===== src/rtl/bpfa_pkg.sv =====
// Shared types, constants and codes for the bitmap page frame allocator.
// Used by every module of the block; depends on nothing.
package bpfa_pkg;

  // Map geometry: one bit per page, 32 pages per memory word.
  localparam int MAX_PAGES = 32768;
  localparam int WORD_W    = 32;
  localparam int MAP_WORDS = MAX_PAGES / WORD_W;
  localparam int ADDR_W    = $clog2(MAP_WORDS);
  localparam int BIT_W     = $clog2(WORD_W);
  localparam int PAGE_W    = 15;
  localparam int CNT_W     = 16;
  localparam int NW_W      = ADDR_W + 1;

  // Operation codes carried in the input transaction.
  localparam logic [1:0] OP_ALLOC   = 2'd0;
  localparam logic [1:0] OP_FREE    = 2'd1;
  localparam logic [1:0] OP_RESERVE = 2'd2;
  localparam logic [1:0] OP_NOP     = 2'd3;

  // Result status codes.
  localparam logic [1:0] ST_DONE   = 2'd0;
  localparam logic [1:0] ST_NOFREE = 2'd1;
  localparam logic [1:0] ST_RANGE  = 2'd2;

  // Configuration register index.
  localparam logic REG_PAGE_COUNT = 1'b0;

  // Page limit information derived from the page count register.
  typedef struct packed {
    logic [CNT_W-1:0] limit;   // min(page_count, MAX_PAGES)
    logic [CNT_W-1:0] limit8;  // limit rounded up to whole map bytes
    logic [NW_W-1:0]  nwords;  // number of map words that hold those bytes
  } lim_t;

endpackage


===== src/rtl/bpfa_cfg.sv =====
// Configuration register block with an APB-style write/read port.
// Holds page_count and derives the page limit; depends on bpfa_pkg.
module bpfa_cfg import bpfa_pkg::*; (
  input  logic        clk,
  input  logic        rst_n,
  input  logic        psel,
  input  logic        penable,
  input  logic        pwrite,
  input  logic [2:0]  paddr,
  input  logic [31:0] pwdata,
  output logic [31:0] prdata,
  output logic        pready,
  output lim_t        lim
);

  logic [CNT_W-1:0] page_count_r;
  logic [CNT_W-1:0] round_up;
  logic             wr_en;

  assign pready = 1'b1;
  assign wr_en  = psel && penable && pwrite && (paddr[2] == REG_PAGE_COUNT);

  // Register write on the access phase of a write transaction.
  always_ff @(posedge clk) begin
    if (!rst_n) begin
      page_count_r <= CNT_W'(MAX_PAGES);
    end else if (wr_en) begin
      page_count_r <= pwdata[CNT_W-1:0];
    end
  end

  // Read back the register; addresses with paddr[2] set read as zero.
  always_comb begin
    prdata = '0;
    if (paddr[2] == REG_PAGE_COUNT) begin
      prdata = {{(32-CNT_W){1'b0}}, page_count_r};
    end
  end

  // Saturate the limit at the map size and round it up to whole map bytes.
  always_comb begin
    lim.limit  = (page_count_r > CNT_W'(MAX_PAGES)) ? CNT_W'(MAX_PAGES) : page_count_r;
    round_up   = lim.limit + CNT_W'(7);
    lim.limit8 = {round_up[CNT_W-1:3], 3'b000};
    lim.nwords = NW_W'((({1'b0, lim.limit8} + 17'd31) >> BIT_W));
  end

endmodule


===== config.mk =====
export PLATFORM = sky130hd
export DESIGN_NAME = bpfa_cfg
export DESIGN_NICKNAME = d
export VERILOG_FILES = /design/src/rtl/bpfa_pkg.sv /design/src/rtl/bpfa_cfg.sv
export SDC_FILE = /design/constraint.sdc
export NUM_CORES = 1
export LEC_CHECK = 0
export CAP_MARGIN = 20
export CORE_MARGIN = 2
export CORE_UTILIZATION = 42
export CTS_CLUSTER_DIAMETER = 150
export CTS_CLUSTER_SIZE = 30
export DETAILED_ROUTE_END_ITERATION = 10
export DONT_BUFFER_PORTS = 1
export PLACE_DENSITY = 0.6
export SLEW_MARGIN = 10
export SYNTH_ARGS = -nofsm -noshare
export SYNTH_HDL_FRONTEND = slang
export SYNTH_SLANG_ARGS = --single-unit

===== constraint.sdc =====
create_clock -name clk -period 5.6 [get_ports clk]
set_input_delay 0.84 -clock clk [delete_from_list [all_inputs] [get_ports clk]]
set_output_delay 0.84 -clock clk [all_outputs]
set_load 0.1 [all_outputs]

==> results of run 1 <==
==> power groups by stage <==
stage	logic [mW]	registers [mW]	clock network [mW]
finish	0.108	0.121	0.0729
global route	0.111	0.122	0.0793
CTS	0.108	0.121	0.0739
detailed placement	0.108	0.124	0
global placement	0.107	0.124	0
floorplan	0.116	0.121	0
==> cell type report <==
type                    instances  area [µm²]
clock buffers                   4       36.28
fillers                       350        1493
multi-input cells             174        1239
flip-flops and latches         16       321.6
well taps                      46       57.56
repair buffers                 27       216.5
==> how the worst min path moves through the flow <==
| stage | start | endpoint | slack (ns) | cells after the start |
|---|---|---|---|---|
| 2_1_floorplan | page_count_r[0] | page_count_r[0] | 0.46 | 2 |
| 3_3_place_gp | page_count_r[0] | page_count_r[0] | 0.49 | 2 |
| 3_5_place_dp | page_count_r[0] | page_count_r[0] | 0.50 | 2 |
| 4_1_cts | page_count_r[0] | page_count_r[0] | 0.52 | 2 |
| 5_1_grt | page_count_r[0] | page_count_r[0] | 0.54 | 2 |
| 6_report | page_count_r[0] | page_count_r[0] | 0.51 | 2 |
==> cells by family (layout without fill, tap and decap cells) <==
family | count (synthesis) | in the layout | share of synthesized area (%)
flip-flops | 16 | 16 | 21.48
XOR/XNOR | 18 | 18 | 10.57
other | 2 | 20 | 0.5035
AND/OR/NAND/NOR | 110 | 110 | 39.18
AO/OA/AOI/OAI | 26 | 26 | 13.42
buffers and inverters | 36 | 31 | 14.85
==> cell usage after synthesis <==
library cell,instances
a211oi_2,1
a21boi_0,7
a21boi_1,9
a21o_1,1
a21oi_1,1
a31o_2,1
a31oi_1,2
and2_1,3
and3_1,3
and3b_1,1
and4b_1,1
buf_2,3
buf_4,22
clkbuf_1,11
conb_1,2
dfxtp_1,16
nand2_1,40
nand3_1,4
nand3b_4,1
nand4_1,5
nand4b_1,2
nor2_1,11
nor2b_1,30
nor3_1,2
nor3b_1,1
nor4_1,3
o21ai_1,1
o311ai_1,1
o31ai_1,1
o31ai_2,1
or3_1,2
or4_4,1
xnor2_1,8
xor2_1,10
==> worst max-delay path, delay by kind of cell, from the launching register on <==
family,cells,cell delay [ns]
flip-flops,1,0.44
AND/OR/NAND/NOR,3,1.64
XOR/XNOR,2,0.33
buffers and inverters,2,0.61
==> per-stage QoR <==
stage | setup slack, ns | std cells | area, µm² | utilization (%) | power [mW]
final | 1.468 | 267 | 1871 | 55.62 | 0.3022
after floorplan | 0.01053 | 226 | 1604 | - | 0.2373
after CTS | 1.465 | 264 | 1834 | 54.54 | 0.3032
after global routing | 1.326 | 267 | 1871 | 55.62 | 0.3127
after global placement | 1.796 | 260 | 1798 | 53.46 | 0.2312
after detailed placement | 1.766 | 260 | 1798 | 53.46 | 0.2319
==> metal layers <==
metal	vias to the layer above	track usage, %	wire, µm
li1	663	-	-
met1	632	21.17	1464
met2	51	34.61	1947
met3	4	3.750	267
met4	0	6.250	37
met5	-	0	0
==> impl_metrics.yaml, run 1 <==
route:
  wire_per_inst_um: 13.92
  ant_nets: 0
  drt-total-wl_um: 3716
  first_pass_iters: 4
  drc: 0
  viasPerCell: 5.056
  drtIter0Drc: 29
  num_vias: 1350
sta:
  relSlewSlack_pct: 21.96
  fin_tns_setup_ns: 0
  max_freq_mhz: 242.0
  slew_viol_final: 0
  whs_ns: 0.5141
  fin_crit_sh_pct: 73.78
  worst_slew_pin_slew_ns: 1.165
  rsz0062_at_grt: "no"
  min_period_ns: 4.132
  skew_ns: 0
  finalHoldViolCount: 0
  setup_violations: 0
floorplan:
  start_util_pct: 44.35
  die_height_um: 63.59
  coreArea_um2: 3363
  die-area_um2: 4044
  io-pin-count: 116
  rows: 21
  die_x_um: 63.59
run_status:
  status: "completed"
power:
  seqPwrFrac_pct: 40.1
  powerDensity_nw_per_um2: 161.6
  max-vdd-ir-drop_uv: 121.4
  p_sw_mw: 0.1350
  power_frac_comb_pct: 35.7
  clkPwrFrac_pct: 24.1
  swShare_pct: 44.66
  leakagePower_nw: 0.7698
  p_int_mw: 0.1672
hold_path:
  hp-class: "flop to flop"
clock_tree:
  cts_made_buffers: 3
  postCtsSetupBuffers: 0
  clkLatencyLatePin_ns: 0.27
  cts-root-buf: "clkbuf_4"
  ctsHtreeMaxLevel: 1
  tritoncts: "built"
  clk_path_buf_depth: 2
  cts_num_sinks: 16
  clk_pin_slew_worst_paths_ns: 0.09
  cts_resized: 0
  cts_hold_buf: 0
global_routing:
  grt_usage_pct: 18.71
  antenna_found_initial: 0
  grt_max_degree: 19
  grt_pass1_vias: 1370
  grt_pass1_wl_um: 6230
  grt_overflow_total: 0
flow_run:
  drv_cap: 0
critical_path:
  timing.rr.start: "page_count_r[3]"
  crit_fanout: 6
  worstRegToRegCells: 2
  rrSetupSlack_ns: 4.73
  critPathLaunch: "page_count_r[8]"
  cp-end-kind: "output pin"
  critPathSlowestCell: "nor2b_4"
  crit_end: "lim[8]"
  worstSetupPathType: "flop to output pin"
  path_cells: "nor2b_4 -> nand4_1 -> nor3_1 -> xor2_2 -> buf_4 -> xor2_2 -> buf_4"
  start_kind: "flop"
  critPathRequiredTime_ns: 4.76
  r2r-end: "page_count_r[3]"
  cp_slowest_stage_delay_ns: 0.66
  crit_arrival_ns: 3.29
synthesis:
  syn_avg_cell_area_um2: 7.170
  synth_top_area_share_pct: 21.48
  synth_area_um2: 1491
  yosys-top-cells-area: "dfxtp_1 21%, nor2b_1 13%, buf_4 11%"
  yosysWarnings: 0
  ys_types: 34
  ys_seq_area_share_pct: 21.48
  synth_seq_cells: 16
  synth_cells: 208
  yosys.area.top_type: "dfxtp_1"
placed_design:
  place.gp.congestion: 0.7620
  io_buffer_count: 0
  dp_hpwl_um: 2998
finish:
  nets: 262
  final_common_cell: "nand2_1"
  largest_reg_flops: 16
  top_register: "page_count_r"
  final_cell_mix: "40 x nand2_1, 29 x nor2b_2, 24 x buf_4"
  top_regs: "page_count_r (16)"
  layout-drive-gt1-share_pct: 39.37
  antenna-diode-count: 0
  syn_to_final_growth_pct: 25.42
(Power assumes the default switching activity.)
==> run 2: changes to the inputs <==
==> constraint.sdc (replaced) <==
create_clock -name clk -period 4.2 [get_ports clk]
set_input_delay 0.63 -clock clk [delete_from_list [all_inputs] [get_ports clk]]
set_output_delay 0.63 -clock clk [all_outputs]
set_load 0.1 [all_outputs]
==> impl_metrics.yaml, run 2 (same netlist as run 1, synthesis figures left out) <==
power:
  powerDensity_nw_per_um2: 191.5
  power_mw: 0.3857
  max-vdd-ir-drop_uv: 182.1
  leakagePower_nw: 0.8136
global_routing:
  grt_max_degree: 19
  grt_pass1_wl_um: 5934
  grt_pass1_vias: 1288
  antenna_found_initial: 0
  grt_overflow_total: 0
  grt_usage_pct: 18.01
critical_path:
  cp-end-kind: "output pin"
  critPathLaunch: "page_count_r[8]"
  crit_arrival_ns: 2.86
  critPathRequiredTime_ns: 3.57
  worstRegToRegCells: 3
  start_kind: "flop"
  timing.rr.start: "page_count_r[15]"
  worstSetupPathType: "flop to output pin"
  crit_fanout: 6
floorplan:
  die-area_um2: 4044
  rows: 21
  die_height_um: 63.59
  die_x_um: 63.59
  coreArea_um2: 3363
  start_util_pct: 44.35
  io-pin-count: 116
placed_design:
  dp_hpwl_um: 2975
  placedInstanceArea_um2: 1992
  io_buffer_count: 0
  dp_slack_ns: 1.014
  place.gp.congestion: 0.7600
clock_tree:
  clk_path_buf_depth: 2
  tritoncts: "built"
  cts_num_sinks: 16
  cts_resized: 0
  cts_made_buffers: 3
  clk_pin_slew_worst_paths_ns: 0.08
  cts_hold_buf: 0
  clkLatencyLatePin_ns: 0.28
  ctsHtreeMaxLevel: 1
  cts-root-buf: "clkbuf_4"
  postCtsSetupBuffers: 0
route:
  wl_met3_um: 330
  dr_wl_met2_um: 1832
  wl_met1_um: 1460
  drt-total-wl_um: 3662
  viasPerCell: 5.022
  num_vias: 1361
  dr.max_layer_used: "met4"
  drtIter0Drc: 21
  ant_nets: 0
  wire_per_inst_um: 13.51
  first_pass_iters: 4
  drc: 0
finish:
  nets: 267
  largest_reg_flops: 16
  syn_to_final_growth_pct: 35.07
  layout-drive-gt1-share_pct: 41.33
  top_regs: "page_count_r (16)"
  final_cell_mix: "40 x nand2_1, 29 x nor2b_2, 26 x buf_4"
  nFillCells: 338
  antenna-diode-count: 0
  top_register: "page_count_r"
  final_common_cell: "nand2_1"
  fin_area_um2: 2014
sta:
  relSlewSlack_pct: 22.49
  worst_slack_ns: 0.7063
  max_freq_mhz: 286.2
  setup_violations: 0
  rsz0062_at_grt: "no"
  finalHoldViolCount: 0
  skew_ns: 0
  slew_viol_final: 0
  worst_slew_pin_slew_ns: 1.157
  min_period_ns: 3.494
  fin_crit_sh_pct: 83.18
  whs_ns: 0.4209
hold_path:
  hp-class: "input port to flop"
  hold_depth: 1
  hp-start: "rst_n"
run_status:
  status: "completed"
flow_run:
  drv_cap: 0
run 2: through the flow:
step	TNS, ns	util (%)	std cells
after detailed placement	0	59.23	268
after global placement	0	59.23	268
after floorplan	-0.7845	-	226
after global routing	0	59.90	271
final	0	59.90	271
after CTS	0	59.90	271
run 2: power breakdown:
| part | leakage, nW | switching [mW] | internal [mW] |
|---|---|---|---|
| clock | 0.0138 | 0.0447 | 0.0333 |
| sequential | 0.129 | 0.00821 | 0.155 |
| combinational | 0.671 | 0.128 | 0.0168 |
run 2: path summary, 6_finish.rpt:
| kind | end | slack [ns] |
|---|---|---|
| min reg2reg | page_count_r[0] | 0.50 |
| min | page_count_r[15] | 0.42 |
| max | lim[9] | 0.71 |
| max reg2reg | page_count_r[15] | 2.86 |
run 2: final cells by class:
| cell class | count | area, µm² | share of cell area (%) |
|---|---|---|---|
| repair buffers | 32 | 315.3 | 15.65 |
| flip-flops and latches | 16 | 321.6 | 15.96 |
| clock buffers | 3 | 22.52 | 1.118 |
| well taps | 46 | 57.56 | 2.857 |
| multi-input cells | 174 | 1297 | 64.41 |
run 2: critical path, cell delays in order (launching register included):
cell and delay [ns]:
dfxtp_1 0.45, nor2b_4 0.18, buf_4 0.33, nand4_1 0.28
nor3_2 0.50, nor2_1 0.10, o31ai_2 0.31, xor2_2 0.22
buf_12 0.20
run 2: routing by layer:
layer	global-route usage (%)	up-vias
met3	3.393	5
met4	4.891	0
met1	20.33	620
li1	-	673
met5	0	-
met2	34.08	63
==> run 3: changes to the inputs <==
--- a/config.mk
+++ b/config.mk
@@ -12,7 +12,7 @@
 export CTS_CLUSTER_SIZE = 30
 export DETAILED_ROUTE_END_ITERATION = 10
 export DONT_BUFFER_PORTS = 1
-export PLACE_DENSITY = 0.6
+export PLACE_DENSITY = 0.63
 export SLEW_MARGIN = 10
 export SYNTH_ARGS = -nofsm -noshare
 export SYNTH_HDL_FRONTEND = slang
==> constraint.sdc (replaced) <==
create_clock -name clk -period 3.2 [get_ports clk]
set_input_delay 0.48 -clock clk [delete_from_list [all_inputs] [get_ports clk]]
set_output_delay 0.48 -clock clk [all_outputs]
set_load 0.1 [all_outputs]
==> impl_metrics.yaml, run 3 (same netlist as run 1, synthesis figures left out) <==
run_status:
  status: "completed"
critical_path:
  critPathSlowestCell: "or4_4"
  start_kind: "flop"
  worst-path-buf-inv: 1
  crit_end: "lim[9]"
  crit_arrival_ns: 2.63
  crit_fanout: 9
  timing.rr.start: "page_count_r[10]"
  path_delay_family: "simple AND/OR/NAND/NOR gates"
  cp-end-kind: "output pin"
  path_depth: 7
  path_cells: "nand2_1 -> or4_4 -> a211oi_4 -> nand4_1 -> o31ai_4 -> xor2_2 -> buf_12"
  worstRegToRegCells: 2
  cp_slowest_stage_delay_ns: 0.53
  critPathRequiredTime_ns: 2.72
  worstSetupPathType: "flop to output pin"
  rrSetupSlack_ns: 2.35
  critPathLaunch: "page_count_r[6]"
  r2r-end: "page_count_r[10]"
finish:
  syn_to_final_growth_pct: 67.37
  stdcell_count: 304
  final_cell_mix: "53 x buf_4, 40 x nand2_1, 26 x nor2b_2"
  layout-drive-gt1-share_pct: 54.65
  fin_area_um2: 2496
  top_regs: "page_count_r (16)"
  antenna-diode-count: 0
  final_common_cell: "buf_4"
  largest_reg_flops: 16
  nets: 299
  top_register: "page_count_r"
route:
  num_vias: 1488
  drc: 0
  drt-total-wl_um: 4077
  wire_per_inst_um: 13.41
  ant_nets: 0
  first_pass_iters: 4
  viasPerCell: 4.895
  drtIter0Drc: 21
clock_tree:
  clk_path_buf_depth: 2
  clkLatencyLatePin_ns: 0.28
  cts_num_sinks: 16
  cts-root-buf: "clkbuf_4"
  cts_hold_buf: 0
  cts_made_buffers: 3
  tritoncts: "built"
  clk_pin_slew_worst_paths_ns: 0.09
  ctsHtreeMaxLevel: 1
sta:
  setup_violations: 0
  fin_tns_setup_ns: 0
  worst_slew_pin_slew_ns: 0.7091
  worst_slack_ns: 0.09182
  finalHoldViolCount: 0
  fin_crit_sh_pct: 97.13
  slew_viol_final: 0
  max_freq_mhz: 321.7
  relSlewSlack_pct: 52.32
  min_period_ns: 3.108
  skew_ns: 0
global_routing:
  grt_usage_pct: 19.41
  grt_pass1_wl_um: 6417
  grt_pass1_vias: 1383
  antenna_found_initial: 0
  grt_overflow_total: 0
  grt_max_degree: 19
placed_design:
  place.gp.congestion: 0.7669
  placedCellCount: 296
  dp_slack_ns: 0.2370
  dp_hpwl_um: 3265
  placedInstanceArea_um2: 2385
  io_buffer_count: 0
power:
  powerDensity_nw_per_um2: 219.8
  leakagePower_nw: 1.069
  max-vdd-ir-drop_uv: 309.3
floorplan:
  die_height_um: 63.59
  start_util_pct: 44.35
  die_x_um: 63.59
  die-area_um2: 4044
  io-pin-count: 116
  rows: 21
  coreArea_um2: 3363
hold_path:
  hp-class: "input port to flop"
flow_run:
  drv_cap: 0
-- run 3: worst min path at each step --
stage / start / to / slack [ns] / depth (start not counted)
final: rst_n / page_count_r[15] / 0.26 / 1
after global routing: rst_n / page_count_r[15] / 0.24 / 1
after floorplan: page_count_r[0] / page_count_r[0] / 0.46 / 2
after global placement: page_count_r[8] / page_count_r[8] / 0.48 / 2
after CTS: rst_n / page_count_r[15] / 0.26 / 1
after detailed placement: page_count_r[8] / page_count_r[8] / 0.49 / 2
-- run 3: what timing repair did --
item / 4_1_cts / 5_1_grt
resized for setup: 3 / 12
endpoints found under the setup margin: 3 / 6
pin swaps: 1 / 7
setup buffers: 0 / 4
-- run 3: report_power, final --
group	switching [mW]	internal (mW)	leakage, nW
combinational	0.174	0.0331	0.915
clock	0.0616	0.0693	0.0210
sequential	0.00768	0.202	0.133
total	0.244	0.305	1.07
-- run 3: metrics by stage --
| stage | hold WS (ns) | power (mW) | util [%] |
|---|---|---|---|
| floorplan | 0.4592 | 0.4209 | - |
| global placement | 0.4827 | 0.4204 | 70.91 |
| detailed placement | 0.4895 | 0.4223 | 70.91 |
| CTS | 0.2566 | 0.5517 | 72.14 |
| global route | 0.2429 | 0.5704 | 74.22 |
| finish | 0.2636 | 0.5485 | 74.22 |
-- run 3: cell type report --
cell class | instances | area [µm²]
multi-input combinational | 174 | 1450
fill | 262 | 867.1
timing repair buffer | 64 | 618.1
sequential | 16 | 334.1
tap | 46 | 57.56
clock buffer | 4 | 36.28
-- run 3: layer usage --
metal / share of wire, % / track usage [%] / up-vias
li1: - / - / 744
met4: 0.37 / 5.707 / 0
met5: 0 / 0 / -
met2: 53 / 35.79 / 58
met3: 6.0 / 2.143 / 2
met1: 41 / 23.45 / 684
